**src/rtl/core/mel_pkg.sv**
```systemverilog
// Package for the expression lexer: types, codes, constants and character helpers.
package mel_pkg;

    // Longest token text is TOKEN_CAP - 1 bytes.
    localparam int TOKEN_CAP = 64;
    localparam int TLEN_W    = $clog2(TOKEN_CAP);
    localparam int CAP_W     = TLEN_W + 1;

    // Result queue depth; two slots must be free before a character is processed.
    localparam int Q_DEPTH = 4;
    localparam int QA_W    = $clog2(Q_DEPTH);
    localparam int QC_W    = $clog2(Q_DEPTH + 1);

    localparam logic [15:0] SAT16 = 16'hFFFF;

    // Characters with a special meaning.
    localparam logic [7:0] CH_NUL   = 8'h00;
    localparam logic [7:0] CH_NL    = 8'h0A;
    localparam logic [7:0] CH_US    = 8'h5F;
    localparam logic [7:0] CH_E     = 8'h65;
    localparam logic [7:0] CH_PT    = 8'h2E;
    localparam logic [7:0] CH_PLUS  = 8'h2B;
    localparam logic [7:0] CH_MINUS = 8'h2D;
    localparam logic [7:0] CH_PIPE  = 8'h7C;
    localparam logic [7:0] CH_CARET = 8'h5E;

    // Event codes of a result beat.
    typedef enum logic [1:0] {
        EV_TEXT = 2'd0,
        EV_DONE = 2'd1,
        EV_ERR  = 2'd2
    } t_event;

    // Token kinds.
    typedef enum logic [3:0] {
        K_END    = 4'd0,
        K_NUM    = 4'd1,
        K_ID     = 4'd2,
        K_PIPE   = 4'd3,
        K_LPAR   = 4'd4,
        K_RPAR   = 4'd5,
        K_LBRK   = 4'd6,
        K_RBRK   = 4'd7,
        K_COMMA  = 4'd8,
        K_PLUS   = 4'd9,
        K_MINUS  = 4'd10,
        K_STAR   = 4'd11,
        K_SLASH  = 4'd12,
        K_PCT    = 4'd13,
        K_CARET  = 4'd14
    } t_kind;

    // Error codes.
    typedef enum logic [2:0] {
        E_UNEXP    = 3'd0,
        E_EXP_TWICE = 3'd1,
        E_PT_IN_EXP = 3'd2,
        E_PT_TWICE  = 3'd3,
        E_NO_DIGIT  = 3'd4,
        E_TOO_LONG  = 3'd5
    } t_err;

    // One result beat.
    typedef struct packed {
        logic [1:0]  event_res;
        logic [3:0]  token_kind;
        logic [7:0]  text_byte;
        logic [15:0] line;
        logic [15:0] column;
        logic [5:0]  token_length;
        logic        space_before;
        logic [2:0]  error_code;
        logic        last;
    } t_res;

    // Results produced by one character, from the lexer to the queue.
    typedef struct packed {
        logic [1:0]       cnt;
        t_res [1:0]       res;
    } t_step;

    // Queue status seen by the input stage.
    typedef struct packed {
        logic room2;
    } t_qstat;

    function automatic logic is_digit(input logic [7:0] c);
        return c inside {[8'h30:8'h39]};
    endfunction

    function automatic logic is_alpha(input logic [7:0] c);
        return c inside {[8'h61:8'h7A], [8'h41:8'h5A]};
    endfunction

    function automatic logic is_space(input logic [7:0] c);
        return c inside {8'h20, [8'h09:8'h0D]};
    endfunction

    // Kind of a one-character token, K_END when the character is none.
    function automatic logic [3:0] single_kind(input logic [7:0] c);
        logic [3:0] k;
        case (c)
            CH_PIPE:  k = K_PIPE;
            8'h28:    k = K_LPAR;
            8'h29:    k = K_RPAR;
            8'h5B:    k = K_LBRK;
            8'h5D:    k = K_RBRK;
            8'h2C:    k = K_COMMA;
            CH_PLUS:  k = K_PLUS;
            CH_MINUS: k = K_MINUS;
            8'h2A:    k = K_STAR;
            8'h2F:    k = K_SLASH;
            8'h25:    k = K_PCT;
            CH_CARET: k = K_CARET;
            default:  k = K_END;
        endcase
        return k;
    endfunction

    // Builds a result beat; the last flag is set later.
    function automatic t_res mk_res(
        input logic [1:0]        ev,
        input logic [3:0]        kind,
        input logic [7:0]        byte_v,
        input logic [15:0]       ln,
        input logic [15:0]       col,
        input logic [TLEN_W-1:0] len,
        input logic              sp,
        input logic [2:0]        err
    );
        t_res r;
        r.event_res    = ev;
        r.token_kind   = kind;
        r.text_byte    = byte_v;
        r.line         = ln;
        r.column       = col;
        r.token_length = 6'(len);
        r.space_before = sp;
        r.error_code   = err;
        r.last         = 1'b0;
        return r;
    endfunction

endpackage

```
**src/rtl/core/mel_if.sv**
```systemverilog
// Stream interfaces for the lexer: character input and result output.
interface mel_in_if;
    logic       valid;
    logic       ready;
    logic [7:0] in_char;

    modport source (output valid, output in_char, input ready);
    modport sink (input valid, input in_char, output ready);
endinterface

interface mel_out_if;
    logic        valid;
    logic        ready;
    logic [1:0]  event_res;
    logic [3:0]  token_kind;
    logic [7:0]  text_byte;
    logic [15:0] line;
    logic [15:0] column;
    logic [5:0]  token_length;
    logic        space_before;
    logic [2:0]  error_code;
    logic        last;

    modport source (
        output valid, output event_res, output token_kind, output text_byte,
        output line, output column, output token_length, output space_before,
        output error_code, output last, input ready
    );
    modport sink (
        input valid, input event_res, input token_kind, input text_byte,
        input line, input column, input token_length, input space_before,
        input error_code, input last, output ready
    );
endinterface

```
**src/rtl/core/mel_core.sv**
```systemverilog
// Lexer state and the single-pass step that turns one character into up to two results.
module mel_core (
    input  logic                i_clk,
    input  logic                i_rst_n,
    input  logic                i_step_en,
    input  logic [7:0]          i_char,
    output mel_pkg::t_step      o_step
);

    typedef enum logic [6:0] {
        M_IDLE  = 7'b0000001,
        M_NUM   = 7'b0000010,
        M_EXP   = 7'b0000100,
        M_SIGN  = 7'b0001000,
        M_POINT = 7'b0010000,
        M_ID    = 7'b0100000,
        M_ERR   = 7'b1000000
    } t_mode;

    t_mode                       r_mode, n_mode;
    logic                        r_exp, n_exp;
    logic                        r_pt, n_pt;
    logic [15:0]                 r_line, n_line;
    logic [15:0]                 r_col, n_col;
    logic [15:0]                 r_sline, n_sline;
    logic [15:0]                 r_scol, n_scol;
    logic [mel_pkg::TLEN_W-1:0]  r_tlen, n_tlen;
    logic                        r_sp, n_sp;

    // Step: token continuation, token end, between-token handling, text byte, error beat, then position update.
    always_comb begin
        logic       do_fin;
        logic [3:0] fin_kind;
        logic       do_btw;
        logic       do_add;
        logic [3:0] add_kind;
        logic       do_fail;
        logic [2:0] fail_code;
        logic [3:0] sk;
        logic [1:0] k;
        mel_pkg::t_res [1:0] res;

        do_fin    = 1'b0;
        fin_kind  = mel_pkg::K_END;
        do_btw    = 1'b0;
        do_add    = 1'b0;
        add_kind  = mel_pkg::K_END;
        do_fail   = 1'b0;
        fail_code = mel_pkg::E_UNEXP;
        sk        = mel_pkg::single_kind(i_char);
        k         = 2'd0;
        res       = '0;

        n_mode  = r_mode;
        n_exp   = r_exp;
        n_pt    = r_pt;
        n_line  = r_line;
        n_col   = r_col;
        n_sline = r_sline;
        n_scol  = r_scol;
        n_tlen  = r_tlen;
        n_sp    = r_sp;

        // Continue or end the token under construction.
        case (r_mode)
            M_ERR: begin
            end
            M_ID: begin
                if (mel_pkg::is_alpha(i_char) || mel_pkg::is_digit(i_char)) begin
                    do_add   = 1'b1;
                    add_kind = mel_pkg::K_ID;
                end else begin
                    do_fin   = 1'b1;
                    fin_kind = mel_pkg::K_ID;
                    do_btw   = 1'b1;
                end
            end
            M_NUM: begin
                if (i_char == mel_pkg::CH_US) begin
                    // Underscores are skipped.
                end else if (i_char == mel_pkg::CH_E) begin
                    if (r_exp) begin
                        do_fail   = 1'b1;
                        fail_code = mel_pkg::E_EXP_TWICE;
                    end else begin
                        n_exp    = 1'b1;
                        n_mode   = M_EXP;
                        do_add   = 1'b1;
                        add_kind = mel_pkg::K_NUM;
                    end
                end else if (i_char == mel_pkg::CH_PT) begin
                    if (r_exp) begin
                        do_fail   = 1'b1;
                        fail_code = mel_pkg::E_PT_IN_EXP;
                    end else if (r_pt) begin
                        do_fail   = 1'b1;
                        fail_code = mel_pkg::E_PT_TWICE;
                    end else begin
                        n_pt     = 1'b1;
                        n_mode   = M_POINT;
                        do_add   = 1'b1;
                        add_kind = mel_pkg::K_NUM;
                    end
                end else if (mel_pkg::is_digit(i_char)) begin
                    do_add   = 1'b1;
                    add_kind = mel_pkg::K_NUM;
                end else begin
                    do_fin   = 1'b1;
                    fin_kind = mel_pkg::K_NUM;
                    do_btw   = 1'b1;
                end
            end
            M_EXP: begin
                if (i_char == mel_pkg::CH_PLUS || i_char == mel_pkg::CH_MINUS) begin
                    n_mode   = M_SIGN;
                    do_add   = 1'b1;
                    add_kind = mel_pkg::K_NUM;
                end else if (mel_pkg::is_digit(i_char)) begin
                    n_mode   = M_NUM;
                    do_add   = 1'b1;
                    add_kind = mel_pkg::K_NUM;
                end else begin
                    do_fail   = 1'b1;
                    fail_code = mel_pkg::E_NO_DIGIT;
                end
            end
            M_SIGN, M_POINT: begin
                if (mel_pkg::is_digit(i_char)) begin
                    n_mode   = M_NUM;
                    do_add   = 1'b1;
                    add_kind = mel_pkg::K_NUM;
                end else begin
                    do_fail   = 1'b1;
                    fail_code = mel_pkg::E_NO_DIGIT;
                end
            end
            default: begin
                do_btw = 1'b1;
            end
        endcase

        // Record for a number or identifier that this character ends.
        if (do_fin) begin
            res[k[0]] = mel_pkg::mk_res(mel_pkg::EV_DONE, fin_kind, 8'h00, n_sline, n_scol,
                                        n_tlen, n_sp, mel_pkg::E_UNEXP);
            k      = k + 2'd1;
            n_sp   = 1'b0;
            n_mode = M_IDLE;
        end

        // Character seen between tokens.
        if (do_btw) begin
            n_mode = M_IDLE;
            if (i_char == mel_pkg::CH_NUL) begin
                res[k[0]] = mel_pkg::mk_res(mel_pkg::EV_DONE, mel_pkg::K_END, 8'h00, n_line,
                                            n_col, '0, n_sp, mel_pkg::E_UNEXP);
                k = k + 2'd1;
            end else if (mel_pkg::is_space(i_char)) begin
                n_sp = 1'b1;
            end else if (sk != mel_pkg::K_END) begin
                n_sline = n_line;
                n_scol  = n_col;
                n_tlen  = '0;
                n_exp   = 1'b0;
                n_pt    = 1'b0;
                res[k[0]] = mel_pkg::mk_res(mel_pkg::EV_DONE, sk, 8'h00, n_sline, n_scol,
                                            n_tlen, n_sp, mel_pkg::E_UNEXP);
                k    = k + 2'd1;
                n_sp = 1'b0;
            end else if (mel_pkg::is_digit(i_char) || mel_pkg::is_alpha(i_char)) begin
                n_sline  = n_line;
                n_scol   = n_col;
                n_tlen   = '0;
                n_exp    = 1'b0;
                n_pt     = 1'b0;
                n_mode   = mel_pkg::is_digit(i_char) ? M_NUM : M_ID;
                do_add   = 1'b1;
                add_kind = mel_pkg::is_digit(i_char) ? mel_pkg::K_NUM : mel_pkg::K_ID;
            end else begin
                do_fail   = 1'b1;
                fail_code = mel_pkg::E_UNEXP;
            end
        end

        // Keep a text byte unless the token would reach its capacity.
        if (do_add) begin
            if (mel_pkg::CAP_W'(n_tlen) + mel_pkg::CAP_W'(1) >=
                mel_pkg::CAP_W'(mel_pkg::TOKEN_CAP)) begin
                do_fail   = 1'b1;
                fail_code = mel_pkg::E_TOO_LONG;
            end else begin
                n_tlen = n_tlen + mel_pkg::TLEN_W'(1);
                res[k[0]] = mel_pkg::mk_res(mel_pkg::EV_TEXT, add_kind, i_char, n_sline,
                                            n_scol, n_tlen, n_sp, mel_pkg::E_UNEXP);
                k = k + 2'd1;
            end
        end

        // Error beat at the current position.
        if (do_fail) begin
            n_mode = M_ERR;
            res[k[0]] = mel_pkg::mk_res(mel_pkg::EV_ERR, mel_pkg::K_END, i_char, n_line,
                                        n_col, '0, 1'b0, fail_code);
            k = k + 2'd1;
        end

        // Position tracking; end of input restarts the lexer.
        if (i_char == mel_pkg::CH_NUL) begin
            n_mode = M_IDLE;
            n_exp  = 1'b0;
            n_pt   = 1'b0;
            n_line = 16'd1;
            n_col  = 16'd1;
            n_tlen = '0;
            n_sp   = 1'b0;
        end else if (i_char == mel_pkg::CH_NL) begin
            if (n_line != mel_pkg::SAT16) begin
                n_line = n_line + 16'd1;
            end
            n_col = 16'd1;
        end else if (n_col != mel_pkg::SAT16) begin
            n_col = n_col + 16'd1;
        end

        if (k == 2'd1) begin
            res[0].last = 1'b1;
        end else if (k == 2'd2) begin
            res[1].last = 1'b1;
        end

        o_step.cnt = i_step_en ? k : 2'd0;
        o_step.res = res;
    end

    // State registers advance once per processed character.
    always_ff @(posedge i_clk) begin
        if (!i_rst_n) begin
            r_mode  <= M_IDLE;
            r_exp   <= 1'b0;
            r_pt    <= 1'b0;
            r_line  <= 16'd1;
            r_col   <= 16'd1;
            r_sline <= 16'd1;
            r_scol  <= 16'd1;
            r_tlen  <= '0;
            r_sp    <= 1'b0;
        end else if (i_step_en) begin
            r_mode  <= n_mode;
            r_exp   <= n_exp;
            r_pt    <= n_pt;
            r_line  <= n_line;
            r_col   <= n_col;
            r_sline <= n_sline;
            r_scol  <= n_scol;
            r_tlen  <= n_tlen;
            r_sp    <= n_sp;
        end
    end

`ifndef SYNTHESIS
    // End of input always restarts position and mode.
    a_nul_restart: assert property (@(posedge i_clk) disable iff (!i_rst_n)
        i_step_en && i_char == mel_pkg::CH_NUL |=>
        r_line == 16'd1 && r_col == 16'd1 && r_mode == M_IDLE)
        else $error("lexer did not restart after end of input");

    // Two results only when a token ends, and only the second is marked last.
    a_two_results: assert property (@(posedge i_clk) disable iff (!i_rst_n)
        o_step.cnt == 2'd2 |->
        o_step.res[0].event_res == mel_pkg::EV_DONE && o_step.res[1].last &&
        !o_step.res[0].last)
        else $error("bad pair of results");

    // Error mode stays silent until end of input.
    a_err_silent: assert property (@(posedge i_clk) disable iff (!i_rst_n)
        i_step_en && r_mode == M_ERR && i_char != mel_pkg::CH_NUL |->
        o_step.cnt == 2'd0 ##1 r_mode == M_ERR)
        else $error("lexer left error mode early");
`endif

endmodule

```
**src/rtl/core/mel_queue.sv**
```systemverilog
// Result queue: takes up to two beats per cycle and hands out one.
module mel_queue (
    input  logic               i_clk,
    input  logic               i_rst_n,
    input  mel_pkg::t_step     i_step,
    input  logic               i_pop,
    output logic               o_valid,
    output mel_pkg::t_res      o_head,
    output mel_pkg::t_qstat    o_stat
);

    mel_pkg::t_res               r_mem [mel_pkg::Q_DEPTH];
    logic [mel_pkg::QA_W-1:0]    r_head, r_tail;
    logic [mel_pkg::QC_W-1:0]    r_count;
    logic [mel_pkg::QC_W-1:0]    n_count;
    logic                        pop;

    assign pop          = i_pop && (r_count != '0);
    assign o_valid      = (r_count != '0);
    assign o_head       = r_mem[r_head];
    assign o_stat.room2 = (r_count <= mel_pkg::QC_W'(mel_pkg::Q_DEPTH - 2));
    assign n_count      = r_count + mel_pkg::QC_W'(i_step.cnt) - mel_pkg::QC_W'(pop);

    // Payload storage.
    always_ff @(posedge i_clk) begin
        if (i_step.cnt != 2'd0) begin
            r_mem[r_tail] <= i_step.res[0];
        end
        if (i_step.cnt == 2'd2) begin
            r_mem[r_tail + mel_pkg::QA_W'(1)] <= i_step.res[1];
        end
    end

    // Pointers and fill count.
    always_ff @(posedge i_clk) begin
        if (!i_rst_n) begin
            r_head  <= '0;
            r_tail  <= '0;
            r_count <= '0;
        end else begin
            r_tail  <= r_tail + mel_pkg::QA_W'(i_step.cnt);
            r_head  <= r_head + mel_pkg::QA_W'(pop);
            r_count <= n_count;
        end
    end

`ifndef SYNTHESIS
    // Fill count never passes the depth.
    a_no_overflow: assert property (@(posedge i_clk) disable iff (!i_rst_n)
        r_count <= mel_pkg::QC_W'(mel_pkg::Q_DEPTH))
        else $error("result queue overflow");

    // A push is only offered when there is room for it.
    a_push_room: assert property (@(posedge i_clk) disable iff (!i_rst_n)
        i_step.cnt != 2'd0 |-> o_stat.room2)
        else $error("push into full result queue");

    // A lone pop drops the count by one.
    a_pop_count: assert property (@(posedge i_clk) disable iff (!i_rst_n)
        pop && i_step.cnt == 2'd0 |=> r_count == $past(r_count) - mel_pkg::QC_W'(1))
        else $error("queue count wrong after pop");
`endif

endmodule

```
**src/rtl/core/math_expression_lexer.sv**
```systemverilog
// A character accepted into the input register is processed once the queue has room for two
// beats, and its results are registered in the queue. Throughput: one character per cycle
// while each causes at most one result and the queue has room for two beats; a character
// that ends a token and starts or errors another gives two beats through one output port.
// The lexer step is one combinational pass between the input register and a 4-beat queue.
// Reset (i_rst_n low, synchronous) empties the queue and returns to line 1, column 1.
module math_expression_lexer (
    input  logic        i_clk,
    input  logic        i_rst_n,
    mel_in_if.sink      i_in,
    mel_out_if.source   o_out
);

    logic             r_in_valid, n_in_valid;
    logic [7:0]       r_in_char;
    logic             in_fire;
    logic             step_go;
    mel_pkg::t_step   step;
    mel_pkg::t_res    head;
    mel_pkg::t_qstat  qstat;

    // Input stage advances when the queue can take two beats.
    assign step_go    = r_in_valid && qstat.room2;
    assign i_in.ready = !r_in_valid || step_go;
    assign in_fire    = i_in.valid && i_in.ready;
    assign n_in_valid = in_fire ? 1'b1 : (step_go ? 1'b0 : r_in_valid);

    always_ff @(posedge i_clk) begin
        if (!i_rst_n) begin
            r_in_valid <= 1'b0;
        end else begin
            r_in_valid <= n_in_valid;
        end
    end

    always_ff @(posedge i_clk) begin
        if (in_fire) begin
            r_in_char <= i_in.in_char;
        end
    end

    mel_core u_core (
        .i_clk     (i_clk),
        .i_rst_n   (i_rst_n),
        .i_step_en (step_go),
        .i_char    (r_in_char),
        .o_step    (step)
    );

    mel_queue u_queue (
        .i_clk   (i_clk),
        .i_rst_n (i_rst_n),
        .i_step  (step),
        .i_pop   (o_out.ready),
        .o_valid (o_out.valid),
        .o_head  (head),
        .o_stat  (qstat)
    );

    // Output beat fields.
    assign o_out.event_res    = head.event_res;
    assign o_out.token_kind   = head.token_kind;
    assign o_out.text_byte    = head.text_byte;
    assign o_out.line         = head.line;
    assign o_out.column       = head.column;
    assign o_out.token_length = head.token_length;
    assign o_out.space_before = head.space_before;
    assign o_out.error_code   = head.error_code;
    assign o_out.last         = head.last;

`ifndef SYNTHESIS
    // A held character is not replaced before it is processed.
    a_hold_char: assert property (@(posedge i_clk) disable iff (!i_rst_n)
        r_in_valid && !step_go |=> r_in_valid && $stable(r_in_char))
        else $error("input character lost");

    // The input stage takes no beat while a stalled character waits.
    a_no_accept_stall: assert property (@(posedge i_clk) disable iff (!i_rst_n)
        r_in_valid && !qstat.room2 |-> !i_in.ready)
        else $error("input accepted while stalled");

    // Results only come from processed characters.
    a_step_source: assert property (@(posedge i_clk) disable iff (!i_rst_n)
        step.cnt != 2'd0 |-> step_go)
        else $error("result without a character");
`endif

endmodule

```
**src/flat_wrapper.sv**
```systemverilog
// flat-port wrapper written by rule: the top's interface ports become plain ports
module math_expression_lexer_flat 
  (i_clk, i_rst_n, i_in_valid, i_in_in_char, i_in_ready, o_out_valid, o_out_event_res, o_out_token_kind, o_out_text_byte, o_out_line, o_out_column, o_out_token_length, o_out_space_before, o_out_error_code, o_out_last, o_out_ready);
  mel_in_if i_in_i ();
  mel_out_if o_out_i ();
  input  logic i_clk;
  input  logic i_rst_n;
  input wire logic [$bits(i_in_i.valid)-1:0] i_in_valid;
  input wire logic [$bits(i_in_i.in_char)-1:0] i_in_in_char;
  output wire logic [$bits(i_in_i.ready)-1:0] i_in_ready;
  output wire logic [$bits(o_out_i.valid)-1:0] o_out_valid;
  output wire logic [$bits(o_out_i.event_res)-1:0] o_out_event_res;
  output wire logic [$bits(o_out_i.token_kind)-1:0] o_out_token_kind;
  output wire logic [$bits(o_out_i.text_byte)-1:0] o_out_text_byte;
  output wire logic [$bits(o_out_i.line)-1:0] o_out_line;
  output wire logic [$bits(o_out_i.column)-1:0] o_out_column;
  output wire logic [$bits(o_out_i.token_length)-1:0] o_out_token_length;
  output wire logic [$bits(o_out_i.space_before)-1:0] o_out_space_before;
  output wire logic [$bits(o_out_i.error_code)-1:0] o_out_error_code;
  output wire logic [$bits(o_out_i.last)-1:0] o_out_last;
  input wire logic [$bits(o_out_i.ready)-1:0] o_out_ready;
  assign i_in_i.valid = i_in_valid;
  assign i_in_i.in_char = i_in_in_char;
  assign i_in_ready = i_in_i.ready;
  assign o_out_valid = o_out_i.valid;
  assign o_out_event_res = o_out_i.event_res;
  assign o_out_token_kind = o_out_i.token_kind;
  assign o_out_text_byte = o_out_i.text_byte;
  assign o_out_line = o_out_i.line;
  assign o_out_column = o_out_i.column;
  assign o_out_token_length = o_out_i.token_length;
  assign o_out_space_before = o_out_i.space_before;
  assign o_out_error_code = o_out_i.error_code;
  assign o_out_last = o_out_i.last;
  assign o_out_i.ready = o_out_ready;
  math_expression_lexer u_core (.i_clk(i_clk), .i_rst_n(i_rst_n), .i_in(i_in_i), .o_out(o_out_i));
endmodule
```
**config.mk**
```make
export PLATFORM = sky130hd
export DESIGN_NAME = math_expression_lexer_flat
export DESIGN_NICKNAME = d
export VERILOG_FILES = /design/src/rtl/core/mel_pkg.sv /design/src/rtl/core/mel_if.sv /design/src/rtl/core/mel_core.sv /design/src/rtl/core/mel_queue.sv /design/src/rtl/core/math_expression_lexer.sv /design/src/flat_wrapper.sv
export SDC_FILE = /design/constraint.sdc
export NUM_CORES = 1
export LEC_CHECK = 0
export ABC_AREA = 1
export ABC_CLOCK_PERIOD_IN_PS = 7400
export BUFFER_PORTS_ARGS = -buffer_cell sky130_fd_sc_hd__clkbuf_2
export CELL_PAD_IN_SITES_DETAIL_PLACEMENT = 1
export CELL_PAD_IN_SITES_GLOBAL_PLACEMENT = 1
export CORE_MARGIN = 2
export CORE_UTILIZATION = 42
export CTS_CLUSTER_DIAMETER = 80
export DETAILED_ROUTE_END_ITERATION = 10
export MAX_ROUTING_LAYER = met4
export PLACE_DENSITY_LB_ADDON = 0.1
export REMOVE_ABC_BUFFERS = 1
export SLEW_MARGIN = 25
export SYNTH_ARGS = -nofsm -noshare
export SYNTH_HDL_FRONTEND = slang
export SYNTH_HIERARCHICAL = 1
export SYNTH_SLANG_ARGS = --single-unit
```
**constraint.sdc**
```tcl
create_clock -name i_clk -period 7.4 [get_ports i_clk]
set_input_delay 0.74 -clock i_clk [delete_from_list [all_inputs] [get_ports i_clk]]
set_output_delay 0.74 -clock i_clk [all_outputs]
set_load 0.02 [all_outputs]
```
==> results of run 1 <==
[flip-flops by register name, indices dropped and copies added (netlist names)]
name	cells
u_core/u_queue/r_tail	2
u_core/u_core/r_pt	1
u_core/u_core/r_tlen	6
u_core/u_queue/r_count	3
u_core/u_core/r_scol	16
u_core/u_queue/r_head	2
u_core/u_core/r_exp	1
u_core/r_in_valid	1
u_core/u_core/r_col	16
u_core/u_core/r_mode	7
u_core/u_core/r_sline	16
u_core/r_in_char	8
u_core/u_queue/r_mem	228
u_core/u_core/r_sp	1
u_core/u_core/r_line	16
[layer usage]
| layer | vias up | wire [um] |
|---|---|---|
| li1 | 8272 | - |
| met1 | 8523 | 27200 |
| met2 | 401 | 31300 |
| met3 | 116 | 2960 |
| met4 | 0 | 1670 |
| met5 | - | 0 |
[cell type report]
type	instances	area, um^2
clock buffers	53	1090
multi-input cells	1724	8270
repair buffers	98	593
flip-flops and latches	324	8850
fillers	5439	23600
well taps	592	741
clock inverters	21	191
inverters	245	928
[cells by family after synthesis]
family                   Yosys count  share of synthesized area, %
AO/OA/AOI/OAI                    703                          20.3
XOR/XNOR                           7                         0.326
adder cells (fa/ha/maj)           12                         0.837
buffers and inverters            418                          9.50
flip-flops                       324                          47.0
other                              1                        0.0199
AND/OR/NAND/NOR                  996                          22.0
[worst max path at each step]
stage | start | to | slack (ns)
floorplan | u_core/u_core/r_mode[4] | u_core/u_queue/r_mem[3][0] | -2.42
global placement | u_core/r_in_char[7] | u_core/u_queue/r_mem[1][15] | 2.04
detailed placement | u_core/r_in_char[4] | u_core/u_queue/r_mem[1][16] | 1.92
CTS | u_core/r_in_char[4] | u_core/u_queue/r_mem[1][13] | 1.91
global route | u_core/r_in_char[4] | u_core/u_queue/r_mem[1][13] | 1.53
finish | u_core/r_in_char[4] | u_core/u_queue/r_mem[1][13] | 1.91
[critical path: stages (launching register included)]
cell and delay, ns:
edfxtp_1 0.45, inv_2 0.12, nand2_1 0.08, nor2_2 0.26
nand2_1 0.11, nand2_1 0.09, nor2_2 0.05, nand2_4 0.10
nand2_4 0.10, inv_4 0.48, ha_1 0.34, nand2_1 0.07
nand2_1 0.08, o211ai_4 0.38, ha_1 0.30, o21ai_0 0.20
xor2_1 0.14, nor2_1 0.27, inv_2 0.10, nor2_4 0.23
nand2_4 0.23, nand2_2 0.45, buf_4 0.44
[power by group through the flow]
stage               Combinational (W)  Clock [W]  Sequential [W]
floorplan                     0.00153          0         0.00241
global placement              0.00230          0         0.00241
detailed placement            0.00238          0         0.00242
CTS                           0.00240    0.00200         0.00239
global route                  0.00266    0.00206         0.00240
finish                        0.00239    0.00195         0.00238
[placed cells by master (no fill, tap or decap), types with 11 or more instances in the layout]
cell type | Yosys | routed
a21oi_1 | 74 | 74
nand3_1 | 62 | 62
ha_1 | 11 | 11
nor2_1 | 291 | 291
o21ai_1 | 164 | 164
nand2_2 | 11 | 12
clkbuf_16 | 0 | 41
buf_4 | 16 | 26
dfxtp_1 | 88 | 86
nand2_1 | 550 | 546
clkbuf_2 | 3 | 70
a31oi_1 | 47 | 47
edfxtp_1 | 236 | 236
o22ai_1 | 105 | 105
nand4_1 | 14 | 14
nor3_1 | 28 | 28
o21ai_0 | 281 | 281
inv_1 | 226 | 223
inv_2 | 15 | 17
[per-stage QoR]
step                setup TNS, ns  setup WS (ns)  area, um^2  cells  power (W)
floorplan                 -274.84          -2.42       18000   2293    0.00394
global placement                0           2.04       19400   2982    0.00471
detailed placement              0           1.92       19400   2982    0.00481
CTS                             0           1.91       20600   3056    0.00678
global route                    0           1.53       20700   3057    0.00712
finish                          0           1.91       20700   3057    0.00672
==> metrics.csv, run 1 <==
metric,value,unit
rrSetupSlack,1.91,ns
h-tree-depth,2,
worstHoldPathCells,1,
cts_resized,0,
clk_pin_slew,0.06,ns
dp_hpwl,39.9,mm
clk_latency,0.57,ns
grt_pass1_vias,18006,
finalMaxSlewViolations,0,
clkSinkCount,324,
cts_buffers,40,
ios,71,
min_period,5.49,ns
gp_congestion,0.887,
pwr-share-seq,35.5,%
yosys-top-cells-count,"nand2_1, nor2_1, o21ai_0, edfxtp_1, inv_1",
via_per_inst,5.66,
ys.flop_type,edfxtp_1,
syn2layout_area_growth,9.77,%
p_int,0.00408,W
finalHoldViolCount,0,
drive_above_1_share,9.41,%
synth_edf_count,236,
cp_max_fo,45,
io_buffers,70,
top_usage_layer,met2,
async_reset_ff_share,0,%
grt-ovfl-total,0,
cts_tree,done,
path_class,reg -> reg,
yosysTopAreaCell,edfxtp_1,
synth_most_common_cell,nand2_1,
netlist_instances,2461,
setup_viol,0,
combPwrFrac,35.5,%
antenna_left,0,
end_kind,register,
timing.critical_path.arrival,5.72,ns
rsz0062_at_grt,no,
maxCapViolCount,0,
synth.yosys.warnings,6,
r2r_start,u_core/r_in_char[4],
power.share.clock,29.0,%
initial_core_util,42.6,%
core,44200,um^2
fmax,182,MHz
antenna_found_initial,0,
required,7.62,ns
avgSynthCellArea,7.65,um^2
worstMarginPinSlew,1.03,ns
ir_drop,203,uV
grt_pass1_wl,99.6,mm
die_w,216,um
finalCritPeriodShare,74.2,%
cts_buffer_depth,3,
clock-skew-final,0.0109,ns
r2r_cells,22,
avgRoutedWirePerCell,20.7,um
netSwitchingFraction,39.2,%
cts_root_buf,clkbuf_16,
p_sw,0.00264,W
drt_iter0_drc,1117,
hold_buffers,0,
timing.hold.ws,0.357,ns
route.vias.total,17312,
grtUsageMet3,3.89,%
ys_seq_area_share,47.0,%
grt_max_degree,115,
yosysTopAreaCellShare,37.6,%
ys_top_cells_by_area,"edfxtp_1, nand2_1, dfxtp_1, o21ai_0, nor2_1",
min_from,i_in_in_char[7],
gr-usage-met1,34.4,%
whs_endpoint,u_core/r_in_char[7],
met2_usage,48.1,%
slew_headroom,30.6,%
route.detailed.drc,0,
firstDrtPassIters,6,
power_leakage,7.72,nW
r2r_end,u_core/u_queue/r_mem[1][13],
final_util,46.7,%
start_kind,register,
power_density,325,nW/um^2
ys_types,53,
grt_usage,28.0,%
nNetsFinal,2457,
die_h,216,um
wirelength,63.1,mm
diodes,0,
min_path_type,in -> reg,
post-cts-setup-buffer-count,0,
rows,77,
die_area,46500,um^2
syn-cell-area,18800,um^2
status,completed,
ys_ff_latch,324,
No activity file was read; power rests on OpenSTA's default activity.
==> run 2, diff against run 1 <==
Settings changed: ABC_CLOCK_PERIOD_IN_PS 7400 to 5700, CORE_UTILIZATION 42 to 47.
Clock period 7.4 ns to 5.7 ns, I/O delays scaled along.
==> run 2 against run 1 <==
  * Utilization rose by 5.2 points
  * Critical path depth fell by 1
  * Clock power rose by 30%
  * Highest routed layer unchanged
  * Worst setup slack got worse by 1.3 ns
  * Routed wire length fell by 1.6%
  * First-iteration DRC count fell by 15%
  * Register-to-register slack got worse by 1.3 ns
  * Largest cell class unchanged
  * Non-clock buffer count rose by 3
  * Maximum frequency rose by 7.3%
  * Sequential power rose by 29%
==> metrics.csv, run 2 (same netlist as run 1, synthesis figures left out) <==
metric,value,unit,change
r2r_start,u_core/r_in_char[4],,
ir_drop,240,uV,+18%
cts_resized,0,,unchanged
r2r_end,u_core/u_queue/r_mem[0][8],,
min_path_type,in -> reg,,
antenna_found_initial,0,,unchanged
syn2layout_area_growth,9.44,%,
initial_core_util,47.5,%,+4.9 points
netSwitchingFraction,38.4,%,-0.82 points
fillerInstances,4926,,-9.4%
grt_usage,31.0,%,+2.9 points
cts_root_buf,clkbuf_16,,
setup_viol,0,,unchanged
pre_cts_slack,0.650,ns,-1.27 ns
route.vias.total,17264,,-0.28%
grt_pass1_vias,18112,,+0.59%
path_class,reg -> reg,,
rows,73,,-5.2%
maxCapViolCount,0,,unchanged
timing.hold.ws,0.206,ns,-0.151 ns
avgRoutedWirePerCell,20.8,um,+0.70%
post-cts-setup-buffer-count,0,,unchanged
drive_above_1_share,9.18,%,-0.24 points
ios,71,,unchanged
regMostFlops,u_core/u_queue/r_mem,,
p_int,0.00536,W,+31%
cts_buffer_depth,3,,unchanged
nNetsFinal,2459,,+0.081%
firstDrtPassIters,5,,-1
p_sw,0.00334,W,+27%
rsz0062_at_grt,no,,
hold_buffers,0,,unchanged
dp_hpwl,38.2,mm,-4.1%
clkSinkCount,324,,unchanged
core,39600,um^2,-10%
cp_max_fo,39,,-13%
wirelength,62.1,mm,-1.6%
power_density,422,nW/um^2,+30%
grt_pass1_wl,98.1,mm,-1.5%
h-tree-depth,2,,unchanged
finalCritPeriodShare,89.9,%,+16 points
rrSetupSlack,0.58,ns,-1.33 ns
die_h,204,um,-5.4%
finalMaxSlewViolations,0,,unchanged
cp-endpoint,u_core/u_queue/r_mem[0][8],,
grt-ovfl-total,0,,unchanged
largest_reg_flops,228,,unchanged
mostFrequentLayoutCells,"nand2_1, nor2_1, o21ai_0",,
clk_latency,0.56,ns,about the same
via_per_inst,5.78,,+2.0%
status,completed,,
end_kind,register,,
cts_buffers,39,,-2.5%
die_w,204,um,-5.4%
min_period,5.12,ns,-0.371 ns
route.detailed.drc,0,,unchanged
pwr-share-seq,35.2,%,-0.3 points
io_buffers,70,,unchanged
drt_iter0_drc,949,,-15%
combPwrFrac,35.7,%,+0.2 points
placed_cell_area,19300,um^2,about the same
finalHoldViolCount,0,,unchanged
clock-skew-final,0.0159,ns,+0.00499 ns
slew_headroom,34.8,%,+4.2 points
antenna_left,0,,unchanged
diodes,0,,unchanged
cts_tree,done,,
grt_max_degree,115,,unchanged
die_area,41700,um^2,-10%
required,5.88,ns,-1.74 ns
critPathLaunch,u_core/r_in_char[4],,
gp_congestion,0.941,,+6.1%
start_kind,register,,
clk_pin_slew,0.05,ns,about the same
layout_commonest_cell,nand2_1,,
power.share.clock,29.0,%,about the same
layout_setup_ws,0.577,ns,-1.33 ns
p_total,0.00870,W,+29%
power_leakage,7.71,nW,about the same
fmax,195,MHz,+7.3%
timing.critical_path.arrival,5.30,ns,-0.42 ns
r2r_cells,21,,-4.5%
tns,0,ns,unchanged
design_area,20600,um^2,-0.30%
worstMarginPinSlew,0.977,ns,-0.0546 ns
[run 2: changes by cell type in the layout (fill, tap and decap cells not counted)]
cell       previous run  this run
buf_12                1         4
clkbuf_1             10        13
clkinv_1              6         7
clkinv_2             10         3
bufinv_16             3         6
clkbuf_16            41        39
buf_4                26        27
clkbuf_8              2         0
inv_8                 1         0
buf_16                1         0
[run 2: critical path, cell delays in order, from the launching register on]
cell and delay (ns):
edfxtp_1 0.47, inv_2 0.12, nand2_1 0.09, nor2_2 0.27, nand2_1 0.15, nand2_1 0.10, nor2_2 0.05, nand2_4 0.10
nand2_4 0.10, inv_4 0.27, buf_4 0.41, nor2_2 0.10, o211ai_4 0.35, ha_1 0.30, o21ai_0 0.25, xor2_1 0.17
nor2_1 0.27, inv_2 0.10, nor2_4 0.24, nand3_4 0.13, nand2_2 0.08, buf_4 0.60
[run 2: cell type report]
type                       count  area, um^2  area share (%)
tap                          525         657            3.19
clock inverter                17         239            1.16
timing repair buffer         101         633            3.07
inverter                     245         928            4.51
sequential                   324        8850            43.0
multi-input combinational   1724        8270            40.1
clock buffer                  52        1020            4.97
[run 2: metrics by stage]
step	utilization, %	cells
floorplan	-	2293
global placement	48.8	2919
detailed placement	48.8	2919
CTS	52.0	2988
global route	52.0	2988
finish	52.0	2988
[run 2: worst min-delay path by stage]
stage | startpoint | to | slack, ns | cells after the start
finish | i_in_in_char[0] | u_core/r_in_char[0] | 0.21 | 1
CTS | i_in_in_char[0] | u_core/r_in_char[0] | 0.18 | 1
floorplan | u_core/u_core/r_tlen[2] | u_core/u_core/r_tlen[2] | 0.45 | 2
global route | i_in_in_char[0] | u_core/r_in_char[0] | 0.19 | 1
global placement | u_core/u_core/r_tlen[4] | u_core/u_core/r_tlen[4] | 0.46 | 2
detailed placement | u_core/u_core/r_tlen[2] | u_core/u_core/r_tlen[2] | 0.47 | 2
[run 2: power by group through the flow]
stage,logic [W],registers [W],clock network (W)
after floorplan,0.00199,0.00313,0
after CTS,0.00312,0.00306,0.00257
after global routing,0.00344,0.00309,0.00265
after detailed placement,0.00309,0.00311,0
final,0.00311,0.00307,0.00253
after global placement,0.00295,0.00310,0
[run 2: metal layers]
layer / GRT usage (%) / part of all wire (%) / vias up
met5: - / 0 / -
li1: - / - / 8280
met3: 3.03 / 3.6 / 104
met4: 10.0 / 2.5 / 0
met2: 54.2 / 50 / 341
met1: 37.5 / 43 / 8539
==> run 3, diff against run 2 <==
Settings changed: BUFFER_PORTS_ARGS -buffer_cell sky130_fd_sc_hd__clkbuf_2 to -buffer_cell sky130_fd_sc_hd__buf_2.
==> run 3 against run 2 <==
  * Clock power decreased by 7%
  * Register-to-register slack improved by 0.09 ns
  * Flip-flop and latch count unchanged
  * Sequential share of layout area about the same
==> metrics.csv, run 3 (same netlist as run 1, synthesis figures left out) <==
metric,value,unit,change
diodes,0,,unchanged
antenna_left,0,,unchanged
critical_path.top_delay_family,simple AND/OR/NAND/NOR gates,,
cts_buffer_depth,3,,unchanged
status,completed,,
regMostFlops,u_core/u_queue/r_mem,,
setup_viol,0,,unchanged
min_period,5.03,ns,-0.0929 ns
path_buf_inv,7,,+2
dp_hpwl,38.2,mm,about the same
crit_top_cell,nand2_1,,
path_class,reg -> reg,,
grt_pass1_wl,97.5,mm,-0.58%
drt_iter0_drc,990,,+4.3%
drive_above_1_share,9.30,%,+0.13 points
wirelength,61.5,mm,-0.99%
maxCapViolCount,0,,unchanged
avgRoutedWirePerCell,20.6,um,-0.95%
finalHoldViolCount,0,,unchanged
worstMarginPinSlew,1.04,ns,+0.0616 ns
min_path_type,in -> reg,,
cts_resized,0,,unchanged
clkSinkCount,324,,unchanged
hold_buffers,0,,unchanged
largest_reg_flops,228,,unchanged
firstDrtPassIters,5,,unchanged
cp_max_fo,48,,+23%
antenna_found_initial,0,,unchanged
ir_drop,350,uV,+46%
finalMaxSlewViolations,0,,unchanged
slew_headroom,30.1,%,-4.7 points
die_w,204,um,unchanged
io_buffers,70,,unchanged
mostFrequentLayoutCells,"nand2_1, nor2_1, o21ai_0",,
cts_tree,done,,
end_kind,register,,
cts_buffers,38,,-2.6%
clk_latency,0.57,ns,about the same
grt_usage,30.8,%,-0.13 points
h-tree-depth,2,,unchanged
rrSetupSlack,0.67,ns,+0.09 ns
clock-skew-final,0.0305,ns,+0.0145 ns
finalCritPeriodShare,88.2,%,-1.6 points
grt_pass1_vias,18041,,-0.39%
rows,73,,unchanged
timing.hold.ws,0.194,ns,-0.0128 ns
grt_max_degree,115,,unchanged
tns,0,ns,unchanged
route.detailed.drc,0,,unchanged
rsz0062_at_grt,no,,
initial_core_util,47.5,%,unchanged
die_area,41700,um^2,unchanged
required,5.90,ns,+0.02 ns
gp_congestion,0.934,,-0.77%
clk_pin_slew,0.06,ns,about the same
timing.critical_path.arrival,5.23,ns,-0.07 ns
pre_cts_slack,0.712,ns,+0.0624 ns
power_leakage,7.69,nW,-0.33%
power_density,414,nW/um^2,-1.9%
syn2layout_area_growth,9.32,%,
nNetsFinal,2456,,-0.12%
fillerInstances,4968,,+0.85%
ios,71,,unchanged
max_stage_delay,0.48,ns,-0.12 ns
layout_setup_ws,0.670,ns,+0.0929 ns
route.vias.total,17438,,+1.0%
cp_slowest_cell,edfxtp_1,,
die_h,204,um,unchanged
core,39600,um^2,unchanged
layout_commonest_cell,nand2_1,,
via_per_inst,5.84,,+1.0%
post-cts-setup-buffer-count,0,,unchanged
start_kind,register,,
grt-ovfl-total,0,,unchanged
fmax,199,MHz,+1.8%
cts_root_buf,clkbuf_16,,
==> run 3: path summary, 6_finish.rpt <==
kind                                               from                           to  depth (start not counted)
worst min register to register  u_core/u_core/r_tlen[2]      u_core/u_core/r_tlen[2]                          2
worst min-delay path                    i_in_in_char[3]          u_core/r_in_char[3]                          1
worst max register to register      u_core/r_in_char[3]  u_core/u_queue/r_mem[2][52]                         27
worst max-delay path                u_core/r_in_char[3]  u_core/u_queue/r_mem[2][52]                         27
==> run 3: stage by stage <==
step	total power, W	area (um^2)	std cells	utilization (%)
3_5_place_dp	0.00619	19400	2917	48.9
4_1_cts	0.00857	20600	2987	51.9
2_1_floorplan	0.00512	18000	2293	-
5_1_grt	0.00902	20600	2987	51.9
3_3_place_gp	0.00607	19400	2917	48.9
6_report	0.00853	20600	2987	51.9
==> run 3: routing by layer <==
| layer | part of all wire, % | wire (um) | GRT usage [%] | vias to the layer above |
|---|---|---|---|---|
| met2 | 50 | 30800 | 53.5 | 374 |
| met4 | 3.0 | 1870 | 10.7 | 0 |
| met3 | 4.0 | 2450 | 3.52 | 132 |
| li1 | - | - | - | 8281 |
| met5 | 0 | 0 | - | - |
| met1 | 43 | 26400 | 37.2 | 8651 |
==> run 3: layout make-up <==
class	count	area (um^2)	area share [%]
sequential	324	8850	43.0
clock buffer	56	1080	5.24
timing repair buffer	99	681	3.31
multi-input combinational	1724	8270	40.2
inverter	245	928	4.51
clock inverter	14	114	0.553
tap	525	657	3.19
==> run 3: power breakdown <==
| group | switching [W] | leakage (nW) | internal (W) |
|---|---|---|---|
| Clock | 0.000999 | 0.588 | 0.00136 |
| Sequential | 0.000122 | 2.89 | 0.00296 |
| Combinational | 0.00221 | 4.21 | 0.000878 |
